File: config.mk
export PLATFORM = sky130hd
export DESIGN_NAME = cam_generation_trigger_core_flat
export DESIGN_NICKNAME = d
export VERILOG_FILES = /design/src/cgt_pkg.sv /design/src/cgt_if.sv /design/src/cgt_cfg.sv /design/src/cgt_core.sv /design/src/cam_generation_trigger_core.sv /design/src/flat_wrapper.sv
export VERILOG_INCLUDE_DIRS = /design/src /design/src/src
export SDC_FILE = /design/constraint.sdc
export NUM_CORES = 2
export LEC_CHECK = 0
export ABC_AREA = 1
export BUFFER_PORTS_ARGS = -buffer_cell sky130_fd_sc_hd__buf_2
export CAP_MARGIN = 5
export CORE_MARGIN = 8
export CORE_UTILIZATION = 45
export DETAILED_ROUTE_END_ITERATION = 10
export GPL_TIMING_DRIVEN = 0
export PLACE_DENSITY = 0.61
export SLEW_MARGIN = 10
export SYNTH_ARGS = -nofsm -noshare
export SYNTH_HDL_FRONTEND = slang
export SYNTH_SLANG_ARGS = --single-unit
File: constraint.sdc
create_clock -name clk -period 13.75 [get_ports clk]
set_input_delay 3.4375 -clock clk [delete_from_list [all_inputs] [get_ports clk]]
set_output_delay 3.4375 -clock clk [all_outputs]
set_load 0.005 [all_outputs]
File: src/cam_generation_trigger_core_assert.svh
// Assertion macros for the CAM generation trigger block.
// Each use expects clk and arst_n in scope.
`ifndef CAM_GENERATION_TRIGGER_CORE_ASSERT_SVH
`define CAM_GENERATION_TRIGGER_CORE_ASSERT_SVH

// Same-cycle implication, disabled during reset
`define CGT_ASSERT_IMP(label, ante, cons, msg) \
	label: assert property (@(posedge clk) disable iff (!arst_n) (ante) |-> (cons)) \
		else $error(msg);

// Next-cycle implication, disabled during reset
`define CGT_ASSERT_NXT(label, ante, cons, msg) \
	label: assert property (@(posedge clk) disable iff (!arst_n) (ante) |=> (cons)) \
		else $error(msg);

`endif

File: src/cgt_pkg.sv
// Shared types and constants for the CAM generation trigger block.
// No dependencies; the design modules and the testbench import this package.
`default_nettype none

package cgt_pkg;

	// Send reason codes as seen on the result channel
	typedef enum logic [1:0] {
		REASON_NONE    = 2'd0,
		REASON_FIXED   = 2'd1,
		REASON_DYN     = 2'd2,
		REASON_TIMEOUT = 2'd3
	} reason_t;

	// Configuration register indexes
	localparam logic [3:0] REG_MIN_INTERVAL = 4'd0;
	localparam logic [3:0] REG_MAX_INTERVAL = 4'd1;
	localparam logic [3:0] REG_HDG_THR      = 4'd2;
	localparam logic [3:0] REG_POS_THR      = 4'd3;
	localparam logic [3:0] REG_SPD_THR      = 4'd4;
	localparam logic [3:0] REG_DCC_EN       = 4'd5;
	localparam logic [3:0] REG_FIXED_RATE   = 4'd6;
	localparam logic [3:0] REG_LD_LIMIT     = 4'd7;

	// Register reset values
	localparam logic [15:0] MIN_INTERVAL_RST = 16'd100;
	localparam logic [15:0] MAX_INTERVAL_RST = 16'd1000;
	localparam logic [10:0] HDG_THR_RST      = 11'd40;
	localparam logic [31:0] POS_THR_SQ_RST   = 32'd160000;
	localparam logic [14:0] SPD_THR_RST      = 15'd50;
	localparam logic [7:0]  LD_LIMIT_RST     = 8'd3;

	// Heading circle in decidegrees, low frequency container period in ms
	localparam logic [11:0] HDG_FULL     = 12'd3600;
	localparam logic [11:0] HDG_HALF     = 12'd1800;
	localparam logic [31:0] LOW_FREQ_MS  = 32'd500;
	localparam logic [7:0]  CNT_MAX      = 8'hFF;

	// Live configuration; position threshold kept as its square
	typedef struct packed {
		logic [15:0] min_interval;
		logic [15:0] max_interval;
		logic [10:0] hdg_thr;
		logic [31:0] pos_thr_sq;
		logic [14:0] spd_thr;
		logic        dcc_en;
		logic        fixed_rate;
		logic [7:0]  ld_limit;
	} cfg_t;

	// One trigger tick
	typedef struct packed {
		logic [31:0]        now_ms;
		logic [11:0]        vehicle_heading;
		logic signed [23:0] pos_x;
		logic signed [23:0] pos_y;
		logic signed [14:0] vehicle_speed;
		logic [15:0]        dcc_interval_ms;
	} item_t;

	// One decision
	typedef struct packed {
		logic        send_cam;
		logic        with_low_frequency;
		reason_t     send_reason;
		logic [15:0] current_interval_ms;
	} result_t;

endpackage

`default_nettype wire

File: src/cgt_if.sv
// Handshake channel interfaces: trigger ticks, decisions, register writes.
// Standalone; field widths follow the block's item and result formats.
`default_nettype none

interface cgt_item_if;
	logic               valid;
	logic               ready;
	logic [31:0]        now_ms;
	logic [11:0]        vehicle_heading;
	logic signed [23:0] pos_x;
	logic signed [23:0] pos_y;
	logic signed [14:0] vehicle_speed;
	logic [15:0]        dcc_interval_ms;

	modport source (output valid, now_ms, vehicle_heading, pos_x, pos_y, vehicle_speed,
		dcc_interval_ms, input ready);
	modport sink (input valid, now_ms, vehicle_heading, pos_x, pos_y, vehicle_speed,
		dcc_interval_ms, output ready);
endinterface

interface cgt_result_if;
	logic        valid;
	logic        ready;
	logic        send_cam;
	logic        with_low_frequency;
	logic [1:0]  send_reason;
	logic [15:0] current_interval_ms;

	modport source (output valid, send_cam, with_low_frequency, send_reason,
		current_interval_ms, input ready);
	modport sink (input valid, send_cam, with_low_frequency, send_reason,
		current_interval_ms, output ready);
endinterface

interface cgt_cfg_if;
	logic        valid;
	logic        ready;
	logic [3:0]  index;
	logic [15:0] data;

	modport source (output valid, index, data, input ready);
	modport sink (input valid, index, data, output ready);
endinterface

`default_nettype wire

File: src/cgt_cfg.sv
// Configuration register file for the CAM generation trigger.
// Depends on cgt_pkg and cgt_cfg_if.
`default_nettype none

module cgt_cfg (
	input  wire logic   clk,
	input  wire logic   arst_n,
	cgt_cfg_if.sink     wr,
	output cgt_pkg::cfg_t cfg
);
	import cgt_pkg::*;

	cfg_t cfg_q;
	logic wr_fire;

	// Writes are always taken
	assign wr.ready = 1'b1;
	assign wr_fire  = wr.valid;
	assign cfg      = cfg_q;

	// Update the addressed register; square the position threshold on write
	always_ff @(posedge clk or negedge arst_n) begin
		if (!arst_n) begin
			cfg_q.min_interval <= MIN_INTERVAL_RST;
			cfg_q.max_interval <= MAX_INTERVAL_RST;
			cfg_q.hdg_thr      <= HDG_THR_RST;
			cfg_q.pos_thr_sq   <= POS_THR_SQ_RST;
			cfg_q.spd_thr      <= SPD_THR_RST;
			cfg_q.dcc_en       <= 1'b0;
			cfg_q.fixed_rate   <= 1'b0;
			cfg_q.ld_limit     <= LD_LIMIT_RST;
		end else if (wr_fire) begin
			case (wr.index)
				REG_MIN_INTERVAL: cfg_q.min_interval <= wr.data;
				REG_MAX_INTERVAL: cfg_q.max_interval <= wr.data;
				REG_HDG_THR:      cfg_q.hdg_thr      <= wr.data[10:0];
				REG_POS_THR:      cfg_q.pos_thr_sq   <= {16'd0, wr.data} * {16'd0, wr.data};
				REG_SPD_THR:      cfg_q.spd_thr      <= wr.data[14:0];
				REG_DCC_EN:       cfg_q.dcc_en       <= wr.data[0];
				REG_FIXED_RATE:   cfg_q.fixed_rate   <= wr.data[0];
				REG_LD_LIMIT:     cfg_q.ld_limit     <= wr.data[7:0];
				default: begin
				end
			endcase
		end
	end

endmodule

`default_nettype wire

File: src/cgt_core.sv
// Send decision logic and the trigger history (last sent state, interval, counter).
// Depends on cgt_pkg and the assertion macro header.
`default_nettype none

module cgt_core (
	input  wire logic           clk,
	input  wire logic           arst_n,
	input  wire logic           fire,
	input  wire cgt_pkg::item_t item,
	input  wire cgt_pkg::cfg_t  cfg,
	output cgt_pkg::result_t    res
);
	import cgt_pkg::*;

	`include "cam_generation_trigger_core_assert.svh"

	logic [31:0]        last_send_q;
	logic [31:0]        last_low_q;
	logic               low_once_q;
	logic [15:0]        gen_q;
	logic [7:0]         cnt_q;
	logic [11:0]        last_hdg_q;
	logic signed [23:0] last_x_q;
	logic signed [23:0] last_y_q;
	logic signed [14:0] last_spd_q;

	logic [31:0]        elapsed;
	logic [15:0]        dcc_lo;
	logic [15:0]        earliest;
	logic               allowed;
	logic [11:0]        hdg_a;
	logic [11:0]        hdg_b;
	logic [11:0]        hdg_d;
	logic [11:0]        hdg_dist;
	logic               hdg_chg;
	logic signed [24:0] dx;
	logic signed [24:0] dy;
	logic [24:0]        ndx;
	logic [24:0]        ndy;
	logic [23:0]        ux;
	logic [23:0]        uy;
	logic [47:0]        sq_x;
	logic [47:0]        sq_y;
	logic [48:0]        dist_sq;
	logic               pos_chg;
	logic signed [15:0] ds;
	logic [15:0]        nds;
	logic [15:0]        us;
	logic               spd_chg;
	logic               dyn_chg;
	logic [7:0]         cnt_inc;
	logic [15:0]        elapsed_cap;
	logic [31:0]        low_elapsed;
	logic               low_due;
	reason_t            reason;
	logic               send;
	logic [15:0]        gen_next;
	logic [7:0]         cnt_next;
	logic               low_marked;

	// Elapsed time and earliest send time
	always_comb begin
		elapsed  = item.now_ms - last_send_q;
		dcc_lo   = (item.dcc_interval_ms > cfg.min_interval) ? item.dcc_interval_ms
			: cfg.min_interval;
		earliest = cfg.dcc_en ? ((dcc_lo < cfg.max_interval) ? dcc_lo : cfg.max_interval)
			: cfg.min_interval;
		allowed  = elapsed >= {16'd0, earliest};
	end

	// Heading change, shorter way round the circle
	always_comb begin
		hdg_a    = (item.vehicle_heading >= HDG_FULL) ? item.vehicle_heading - HDG_FULL
			: item.vehicle_heading;
		hdg_b    = (last_hdg_q >= HDG_FULL) ? last_hdg_q - HDG_FULL : last_hdg_q;
		hdg_d    = (hdg_a > hdg_b) ? hdg_a - hdg_b : hdg_b - hdg_a;
		hdg_dist = (hdg_d > HDG_HALF) ? HDG_FULL - hdg_d : hdg_d;
		hdg_chg  = hdg_dist > {1'b0, cfg.hdg_thr};
	end

	// Squared position distance against the squared threshold
	always_comb begin
		dx      = $signed({item.pos_x[23], item.pos_x}) - $signed({last_x_q[23], last_x_q});
		dy      = $signed({item.pos_y[23], item.pos_y}) - $signed({last_y_q[23], last_y_q});
		ndx     = -dx;
		ndy     = -dy;
		ux      = dx[24] ? ndx[23:0] : dx[23:0];
		uy      = dy[24] ? ndy[23:0] : dy[23:0];
		sq_x    = {24'd0, ux} * {24'd0, ux};
		sq_y    = {24'd0, uy} * {24'd0, uy};
		dist_sq = {1'b0, sq_x} + {1'b0, sq_y};
		pos_chg = dist_sq > {17'd0, cfg.pos_thr_sq};
	end

	// Speed change
	always_comb begin
		ds      = $signed({item.vehicle_speed[14], item.vehicle_speed})
			- $signed({last_spd_q[14], last_spd_q});
		nds     = -ds;
		us      = ds[15] ? nds : ds;
		spd_chg = us > {1'b0, cfg.spd_thr};
		dyn_chg = hdg_chg || pos_chg || spd_chg;
	end

	// Pick the reason and the next interval and counter
	always_comb begin
		cnt_inc     = (cnt_q != CNT_MAX) ? cnt_q + 8'd1 : cnt_q;
		elapsed_cap = (elapsed < {16'd0, cfg.max_interval}) ? elapsed[15:0] : cfg.max_interval;
		reason      = REASON_NONE;
		gen_next    = gen_q;
		cnt_next    = cnt_q;
		if (allowed) begin
			if (cfg.fixed_rate) begin
				reason = REASON_FIXED;
			end else if (dyn_chg) begin
				reason   = REASON_DYN;
				gen_next = elapsed_cap;
				cnt_next = 8'd0;
			end else if (elapsed >= {16'd0, gen_q}) begin
				reason   = REASON_TIMEOUT;
				cnt_next = cnt_inc;
				if (cnt_inc >= cfg.ld_limit) begin
					gen_next = cfg.max_interval;
				end
			end
		end
		send        = reason != REASON_NONE;
		low_elapsed = item.now_ms - last_low_q;
		low_due     = send && (!low_once_q || low_elapsed >= LOW_FREQ_MS);

		res.send_cam            = send;
		res.with_low_frequency  = low_due;
		res.send_reason         = reason;
		res.current_interval_ms = gen_next;
	end

	// Commit history on each decision
	always_ff @(posedge clk or negedge arst_n) begin
		if (!arst_n) begin
			last_send_q <= 32'd0;
			last_low_q  <= 32'd0;
			low_once_q  <= 1'b0;
			gen_q       <= MAX_INTERVAL_RST;
			cnt_q       <= 8'd0;
			last_hdg_q  <= 12'd0;
			last_x_q    <= 24'sd0;
			last_y_q    <= 24'sd0;
			last_spd_q  <= 15'sd0;
		end else if (fire) begin
			gen_q <= gen_next;
			cnt_q <= cnt_next;
			if (send) begin
				last_send_q <= item.now_ms;
				last_hdg_q  <= item.vehicle_heading;
				last_x_q    <= item.pos_x;
				last_y_q    <= item.pos_y;
				last_spd_q  <= item.vehicle_speed;
			end
			if (low_due) begin
				last_low_q <= item.now_ms;
				low_once_q <= 1'b1;
			end
		end
	end

	// Checks on history updates
	assign low_marked = low_once_q && (last_send_q == last_low_q);

	`CGT_ASSERT_NXT(a_hold_time_no_send, fire && !send, $stable(last_send_q), "send time moved")
	`CGT_ASSERT_NXT(a_dyn_clears_count, fire && reason == REASON_DYN, cnt_q == 8'd0, "count kept")
	`CGT_ASSERT_NXT(a_timeout_counts, fire && reason == REASON_TIMEOUT, cnt_q != 8'd0, "no count")
	`CGT_ASSERT_NXT(a_low_marks_once, fire && low_due, low_marked, "container time out of step")

endmodule

`default_nettype wire

File: src/cam_generation_trigger_core.sv
// CAM generation trigger: input register, decision logic, result register.
// A request is held in the input register, then moves on when the result is free.
// Throughput: one request per cycle unless a result waits; then one more is held.
// Reset (arst_n low): registers to reset values, history cleared, interval 1000 ms.
// Depends on cgt_pkg, cgt_if, cgt_cfg and cgt_core.
`default_nettype none

module cam_generation_trigger_core (
	input  wire logic     clk,
	input  wire logic     arst_n,
	cgt_item_if.sink      item,
	cgt_result_if.source  result,
	cgt_cfg_if.sink       cfg
);
	import cgt_pkg::*;

	cfg_t    cfg_live;
	item_t   item_s1;
	logic    valid_s1;
	result_t res_next;
	result_t res_q;
	logic    out_valid_q;
	logic    out_free;
	logic    fire;

	// Handshake: stage 1 moves when the result register is free or being drained
	assign out_free   = !out_valid_q || result.ready;
	assign fire       = valid_s1 && out_free;
	assign item.ready = !valid_s1 || out_free;

	cgt_cfg u_cfg (
		.clk    (clk),
		.arst_n (arst_n),
		.wr     (cfg),
		.cfg    (cfg_live)
	);

	cgt_core u_core (
		.clk    (clk),
		.arst_n (arst_n),
		.fire   (fire),
		.item   (item_s1),
		.cfg    (cfg_live),
		.res    (res_next)
	);

	// Input stage valid
	always_ff @(posedge clk or negedge arst_n) begin
		if (!arst_n) begin
			valid_s1 <= 1'b0;
		end else if (item.valid && item.ready) begin
			valid_s1 <= 1'b1;
		end else if (fire) begin
			valid_s1 <= 1'b0;
		end
	end

	// Capture the request payload
	always_ff @(posedge clk) begin
		if (item.valid && item.ready) begin
			item_s1.now_ms          <= item.now_ms;
			item_s1.vehicle_heading <= item.vehicle_heading;
			item_s1.pos_x           <= item.pos_x;
			item_s1.pos_y           <= item.pos_y;
			item_s1.vehicle_speed   <= item.vehicle_speed;
			item_s1.dcc_interval_ms <= item.dcc_interval_ms;
		end
	end

	// Result register valid
	always_ff @(posedge clk or negedge arst_n) begin
		if (!arst_n) begin
			out_valid_q <= 1'b0;
		end else if (fire) begin
			out_valid_q <= 1'b1;
		end else if (result.ready) begin
			out_valid_q <= 1'b0;
		end
	end

	// Hold the decision until taken
	always_ff @(posedge clk) begin
		if (fire) begin
			res_q <= res_next;
		end
	end

	assign result.valid               = out_valid_q;
	assign result.send_cam            = res_q.send_cam;
	assign result.with_low_frequency  = res_q.with_low_frequency;
	assign result.send_reason         = res_q.send_reason;
	assign result.current_interval_ms = res_q.current_interval_ms;

endmodule

`default_nettype wire

File: src/flat_wrapper.sv
// flat-port wrapper written by rule: the top's interface ports become plain ports
module cam_generation_trigger_core_flat import cgt_pkg::*;
  (clk, arst_n, item_valid, item_now_ms, item_vehicle_heading, item_pos_x, item_pos_y, item_vehicle_speed, item_dcc_interval_ms, item_ready, result_valid, result_send_cam, result_with_low_frequency, result_send_reason, result_current_interval_ms, result_ready, cfg_valid, cfg_index, cfg_data, cfg_ready);
  cgt_item_if item_i ();
  cgt_result_if result_i ();
  cgt_cfg_if cfg_i ();
  input  wire logic clk;
  input  wire logic arst_n;
  input wire logic [$bits(item_i.valid)-1:0] item_valid;
  input wire logic [$bits(item_i.now_ms)-1:0] item_now_ms;
  input wire logic [$bits(item_i.vehicle_heading)-1:0] item_vehicle_heading;
  input wire logic [$bits(item_i.pos_x)-1:0] item_pos_x;
  input wire logic [$bits(item_i.pos_y)-1:0] item_pos_y;
  input wire logic [$bits(item_i.vehicle_speed)-1:0] item_vehicle_speed;
  input wire logic [$bits(item_i.dcc_interval_ms)-1:0] item_dcc_interval_ms;
  output wire logic [$bits(item_i.ready)-1:0] item_ready;
  output wire logic [$bits(result_i.valid)-1:0] result_valid;
  output wire logic [$bits(result_i.send_cam)-1:0] result_send_cam;
  output wire logic [$bits(result_i.with_low_frequency)-1:0] result_with_low_frequency;
  output wire logic [$bits(result_i.send_reason)-1:0] result_send_reason;
  output wire logic [$bits(result_i.current_interval_ms)-1:0] result_current_interval_ms;
  input wire logic [$bits(result_i.ready)-1:0] result_ready;
  input wire logic [$bits(cfg_i.valid)-1:0] cfg_valid;
  input wire logic [$bits(cfg_i.index)-1:0] cfg_index;
  input wire logic [$bits(cfg_i.data)-1:0] cfg_data;
  output wire logic [$bits(cfg_i.ready)-1:0] cfg_ready;
  assign item_i.valid = item_valid;
  assign item_i.now_ms = item_now_ms;
  assign item_i.vehicle_heading = item_vehicle_heading;
  assign item_i.pos_x = item_pos_x;
  assign item_i.pos_y = item_pos_y;
  assign item_i.vehicle_speed = item_vehicle_speed;
  assign item_i.dcc_interval_ms = item_dcc_interval_ms;
  assign item_ready = item_i.ready;
  assign result_valid = result_i.valid;
  assign result_send_cam = result_i.send_cam;
  assign result_with_low_frequency = result_i.with_low_frequency;
  assign result_send_reason = result_i.send_reason;
  assign result_current_interval_ms = result_i.current_interval_ms;
  assign result_i.ready = result_ready;
  assign cfg_i.valid = cfg_valid;
  assign cfg_i.index = cfg_index;
  assign cfg_i.data = cfg_data;
  assign cfg_ready = cfg_i.ready;
  cam_generation_trigger_core u_core (.clk(clk), .arst_n(arst_n), .item(item_i), .result(result_i), .cfg(cfg_i));
endmodule
; Word level (Yosys, flattened, before mapping)
; Cells that the tools add are included.
[totals]
regBits = 409
in_bits = 148
out_inout_bits = 23
wordCells = 124
[classes]
add_sub_neg = 15
multipliers = 3
n_lt_le_gt_ge = 14
eq_ne = 8
muxes = 27
bitwise_logic = 1
reduce_logical = 27
[op_table]
columns = operator, count
row1 = 16-bit two-way mux, 10
row2 = 24-bit by 24-bit multiplier with 48-bit output, 2
row3 = 32-bit by 16-bit >= comparator with 1-bit output, 2
row4 = 32-bit subtractor, 2
row5 = 24-bit by 24-bit subtractor with 25-bit output, 2
row6 = 48-bit by 48-bit adder with 49-bit output, 1
row7 = 49-bit by 32-bit > comparator with 1-bit output, 1
row8 = 12-bit two-way mux, 4
row9 = 24-bit two-way mux, 2
row10 = 24-bit negation, 2
row11 = 32-bit by 9-bit >= comparator with 1-bit output (second input constant), 1
row12 = 32-bit by 16-bit < comparator with 1-bit output, 1
row13 = 16-bit by 16-bit multiplier with 32-bit output, 1
row14 = 12-bit >= comparator (second input constant), 2
row15 = 8-bit two-way mux, 3
row16 = 12-bit subtractor, 2
row17 = 12-bit subtractor (second input constant), 2
row18 = 2-bit AND reduction, 10
row19 = 4-bit by 3-bit == test with 1-bit output (second input constant), 4
row20 = 16-bit by 15-bit > comparator with 1-bit output, 1
row21 = 16-bit > comparator, 1
row22 = 16-bit < comparator, 1
row23 = 16-bit negation, 1
row24 = 15-bit by 15-bit subtractor with 16-bit output, 1
row25 = 18 further kinds, 36

; Depth between registers and ports, before layout
[depth]
ltp_word = 15
depth_mapped = 77
mapped_depth_nobuf = 72

; Hierarchy
; A second synthesis with hierarchy kept.
[unflattened]
hier_cells = 8929
hier_area_um2 = 71302.1
[modules_own_cells]
columns = module, instances, cells_each, area_per_inst_um2, seq_area_each_um2
row1 = cgt_core, 1, 7273, 54986.5, 4111.4
row2 = cgt_cfg, 1, 1501, 11926.4, 2503.7
row3 = cam_generation_trigger_core, 1, 155, 4389.2, 4344.2

; Worst setup path after synthesis
; Ideal clock, no wire load.
[synth_path]
kind = reg2reg
from = reg u_core.item_s1[55] (netlist name)
to = reg u_core.u_core.last_hdg_q[10]
setup_time_ns = 0.117
arrival_ns = 11.470
required_ns = 13.633
slack_ns = 2.163
path_stages_with_launch = 67
path_buffers = 5
period_less_slack_ns = 11.587
path_cell_list = edfxtp_1 -> inv_1 -> ha_1 -> inv_1 -> fa_1 -> nand3_1 -> nand2_1 -> nand2_1 -> nand2_2 -> nand2_1 -> nand2_1 -> nand2_1 -> nand2_1 -> nand2_1 -> nand3_1 -> nand2_1 -> clkbuf_1 -> inv_1 -> [... 31 more ...] -> nor3_1 -> nand4_1 -> nand2_1 -> nand3_1 -> nor2_1 -> nand3_1 -> nor2_1 -> nand4_1 -> nor2_4 -> nand4_1 -> nand2_1 -> nand2_1 -> nand2_4 -> nand2_4 -> buf_8 -> buf_6 -> nand2_1 -> nand2_1
[synth_via]
elab_chain_cells = 13
[synth_rtl]
columns = element, line_no
row1 = "start, declared", cam_generation_trigger_core.sv:18  ; item_t item_s1;
row2 = 24-bit by 24-bit subtractor with 25-bit output (*), cgt_core.sv:83  ; dx = $signed({item.pos_x[23], item.pos_x}) - $signed({last_x_q[23], last_x_q});
row3 = 24-bit negation, cgt_core.sv:85  ; ndx = -dx;
row4 = 24-bit two-way mux (*), cgt_core.sv:87  ; ux = dx[24] ? ndx[23:0] : dx[23:0];
row5 = 24-bit by 24-bit multiplier with 48-bit output (*), cgt_core.sv:89  ; sq_x = {24'd0, ux} * {24'd0, ux};
row6 = 48-bit by 48-bit adder with 49-bit output (*), cgt_core.sv:91  ; dist_sq = {1'b0, sq_x} + {1'b0, sq_y};
row7 = 49-bit by 32-bit > comparator with 1-bit output (*), cgt_core.sv:92  ; pos_chg = dist_sq > {17'd0, cfg.pos_thr_sq};
row8 = 1-bit logical OR (*) (2 in a row), cgt_core.sv:102  ; dyn_chg = hdg_chg || pos_chg || spd_chg;
row9 = 2-bit two-way mux (*), cgt_core.sv:115  ; end else if (dyn_chg) begin
row10 = 2-bit two-way mux (*), cgt_core.sv:113  ; if (cfg.fixed_rate) begin
row11 = 2-bit two-way mux (*), cgt_core.sv:112  ; if (allowed) begin
row12 = 2-bit nonzero test (*), cgt_core.sv:127  ; send = reason != REASON_NONE;
row13 = 2-bit AND reduction (no source line) (*), n/a
row14 = "end signal, assigned", cgt_core.sv:154  ; last_hdg_q <= item.vehicle_heading;
row15 = "end, declared", cgt_core.sv:22  ; logic [11:0] last_hdg_q;
; Mark *: on every way between the ends. The rest lies on a longest branch, timed or not.
; A chain may end at the register's enable or synchronous reset.

; Worst setup path after layout
[layout_path]
from = reg u_core.u_core.last_y_q[0]
to = reg u_core.u_core.last_hdg_q[2]
[layout_via]
elab_chain_cells = 13
[layout_rtl]
columns = element, line_no
row1 = "start, declared", cgt_core.sv:24  ; logic signed [23:0] last_y_q;
row2 = "start signal, assigned", cgt_core.sv:156  ; last_y_q <= item.pos_y;
row3 = 24-bit by 24-bit subtractor with 25-bit output (*), cgt_core.sv:84  ; dy = $signed({item.pos_y[23], item.pos_y}) - $signed({last_y_q[23], last_y_q});
row4 = 24-bit negation, cgt_core.sv:86  ; ndy = -dy;
row5 = 24-bit two-way mux (*), cgt_core.sv:88  ; uy = dy[24] ? ndy[23:0] : dy[23:0];
row6 = 24-bit by 24-bit multiplier with 48-bit output (*), cgt_core.sv:90  ; sq_y = {24'd0, uy} * {24'd0, uy};
row7 = 48-bit by 48-bit adder with 49-bit output (*), cgt_core.sv:91
row8 = 49-bit by 32-bit > comparator with 1-bit output (*), cgt_core.sv:92
row9 = 1-bit logical OR (*) (2 in a row), cgt_core.sv:102
row10 = 2-bit two-way mux (*), cgt_core.sv:115
row11 = 2-bit two-way mux (*), cgt_core.sv:113
row12 = 2-bit two-way mux (*), cgt_core.sv:112
row13 = 2-bit nonzero test (*), cgt_core.sv:127
row14 = 2-bit AND reduction (no source line) (*), n/a
; Marks and branches as above.

==> impl_metrics.yaml <==
cells_and_area:
  mostFrequentLayoutCell: "inv_1"
  drive_above_1_share_pct: 6.90
  area_growth_pct: 9.09
  fin_nets: 10900
  final_cell_mix: "2192 x inv_1, 1713 x nand2_1, 1103 x fa_1"
critical_path:
  cp_slowest_cell: "fa_2"
  crit_path_end_kind: "flop"
  cp_max_fo: 10
  ff2ff_path_depth: 59
  crit_path_frequent_cell: "fa_1"
  r2r_start: "u_core.u_core.last_y_q[0]"
  rrSetupSlack_ns: 0.60
  max_stage_delay_ns: 0.59
  worstSetupPathType: "reg -> reg"
  startpoint_type: "flop"
  required_ns: 14.26
  cp_data_arrival_time_ns: 13.65
  r2r-end: "u_core.u_core.last_hdg_q[2]"
route:
  viasPerCell: 5.08
  drc: 0
  ant_nets: 0
  first_pass_iters: 6
  drt-initial-drc-count: 3713
  wl_per_cell_um: 18.6
  wl_um: 205000
  vias: 56000
place:
  gp_congestion: 1.00
  numPortBuffers: 156
  dpl_worst_slack_ns: -1.47
  hpwl_um: 175000
timing:
  setup_ws_ns: 0.602
  tightest_slew_ns: 0.946
  period_minus_slack_ns: 13.15
  fmax_mhz: 76.1
  finalCritPeriodShare_pct: 95.6
  drv_slew: 0
  skew_ns: 0.0338
  relSlewSlack_pct: 36.9
  setup_viol: 0
  hold_violations: 0
global_routing:
  grt_overflow_total: 0
  grt_pass1_wl_um: 326000
  grt_use_total_pct: 24.5
  antenna_found_initial: 3
  grt_pass1_vias: 58600
  grt_max_degree: 92
floorplanning:
  core_mm2: 0.154
  fp-row-count: 144
  ios: 171
  die_x_um: 410
  start_util_pct: 45.4
  die_area_mm2: 0.168
  die_y_um: 410
min_path:
  hold_end: "u_core.u_core.last_low_q[7]"
  min_path_type: "reg -> reg"
  worstHoldPathCells: 2
  min_from: "u_core.u_core.last_low_q[7]"
clocking:
  clockBufferDepth: 3
  path_clk_slew_ns: 0.07
  cts-htree-levels: 2
  cts_tree: "built"
  cts_made_buffers: 48
  postCtsHoldBufs: 0
  clk_latency_ns: 0.66
  cts_root_buffer: "clkbuf_16"
  clock_sinks: 408
synth:
  synth_seq_cells: 408
  yosys_warnings: 0
  synth_edf_count: 143
  yosysUniqueCellTypes: 69
  yosysSeqAreaShare_pct: 15.7
  yosys.area.top_type: "fa_1"
  netlist_instances: 8674
  syn_nets: 10700
  syn_area_per_cell_um2: 8.07
  ys.flop_type: "dfrtp_1"
  async_flop_share_pct: 65.0
  synth_top_cell_area_share_pct: 31.7
  synth.area.top_cells: "fa_1 32%, ha_1 13%, inv_1 12%"
  synth_area_mm2: 0.0700
run:
  cap_violations: 0
status:
  status: "finished, final reports clean"
-- area by class of cell --
cell class	instances	area, um2
fill	15100	77900
antenna	3	7.51
clock buffer	62	1290
inverter	2232	8440
timing repair buffer	206	1350
tap	2044	2560
multi-input combinational	5820	50300
clock inverter	27	333
buffer	212	1140
sequential	408	11000
-- cells in the mapped netlist, types with 61 or more instances --
master	count
xor2_1	136
clkbuf_1	159
nand4_1	117
nor2_1	649
o21ai_0	295
xnor2_1	61
a21oi_1	321
fa_1	1107
edfxtp_1	143
inv_1	2203
ha_1	726
nand3_1	344
dfrtp_1	238
nand2_1	1739
-- layer usage --
metal / vias up / global-route usage, % / wire length [um]
met5: - / 0 / 0
met4: 0 / 7.83 / 7430
met3: 339 / 3.10 / 11300
met2: 1572 / 41.2 / 96700
met1: 27400 / 32.9 / 89900
li1: 26700 / - / -
-- per-stage QoR --
stage | TNS [ns] | std cells | util, % | hold slack (ns) | instance area [um2]
floorplan | 0 | 8674 | - | 0.442 | 70000
global placement | -324.39 | 10900 | 47.5 | 0.454 | 73300
detailed placement | -227.99 | 10900 | 47.7 | 0.458 | 73500
CTS | 0 | 11000 | 49.0 | 0.473 | 75600
global route | -0.115 | 11000 | 49.5 | 0.487 | 76300
finish | 0 | 11000 | 49.5 | 0.469 | 76400
-- logic make-up (layout without fill, tap and decap cells) --
logic type / after synthesis / in the layout / share of synthesized area (%)
xor gates and xnor gates: 198 / 198 / 2.49
AOI/OAI and AO/OA: 777 / 777 / 6.13
buffers and inverters: 2446 / 2739 / 13.3
muxes: 1 / 1 / 0.0161
and+or+nand+nor: 3010 / 3010 / 17.8
DFF: 408 / 408 / 15.7
other: 1 / 4 / 0.00536
adders and majority gates: 1833 / 1833 / 44.6
-- worst max-delay path: cells and delay by family (launching register included) --
| kind | cells | cell delay [ns] |
|---|---|---|
| DFF | 1 | 0.39 |
| xor gates and xnor gates | 2 | 0.65 |
| buffers and inverters | 9 | 1.44 |
| adders and majority gates | 13 | 5.90 |
| AOI/OAI and AO/OA | 7 | 1.22 |
| and+or+nand+nor | 28 | 3.33 |
-- sequential cells by signal, indices dropped and copies added, names as in the netlist --
register and count:
u_core.u_core.last_low_q 32, u_core.valid_s1 1, u_core.result.send_reason 2, u_core.u_core.gen_q 16, u_core.result.current_interval_ms 16, u_core.u_core.last_spd_q 15
u_core.result.with_low_frequency 1, u_core.u_core.low_once_q 1, u_core.u_core.cnt_q 8, u_core.item_s1 123, u_core.u_core.last_send_q 32, u_core.u_cfg.cfg 99
u_core.result.valid 1, u_core.result.send_cam 1, u_core.u_core.last_hdg_q 12, u_core.u_core.last_y_q 24, u_core.u_core.last_x_q 24
-- worst max-delay path by stage --
| stage | from | to | slack, ns | cells past startpoint |
|---|---|---|---|---|
| detailed placement | u_core.u_core.last_y_q[0] | u_core.u_core.last_hdg_q[2] | -1.47 | 59 |
| global placement | u_core.u_core.last_y_q[0] | u_core.u_core.last_spd_q[0] | -1.98 | 64 |
| finish | u_core.u_core.last_y_q[0] | u_core.u_core.last_hdg_q[2] | 0.60 | 59 |
| floorplan | u_core.item_s1[55] | u_core.u_core.last_hdg_q[10] | 2.16 | 66 |
| global route | u_core.u_core.last_y_q[0] | u_core.u_core.last_send_q[26] | -0.02 | 61 |
| CTS | u_core.u_core.last_y_q[0] | u_core.u_core.last_x_q[20] | 0.002 | 61 |
-- repair_timing --
item                       CTS  global route
pin swaps                    6            15
buffers inserted            12            32
setup endpoints to repair  184           184
resized for setup           95           262
Power is left out: the tool's default activity adds up to more than one toggle a clock period on the data nets, which glitch-free logic cannot reach.
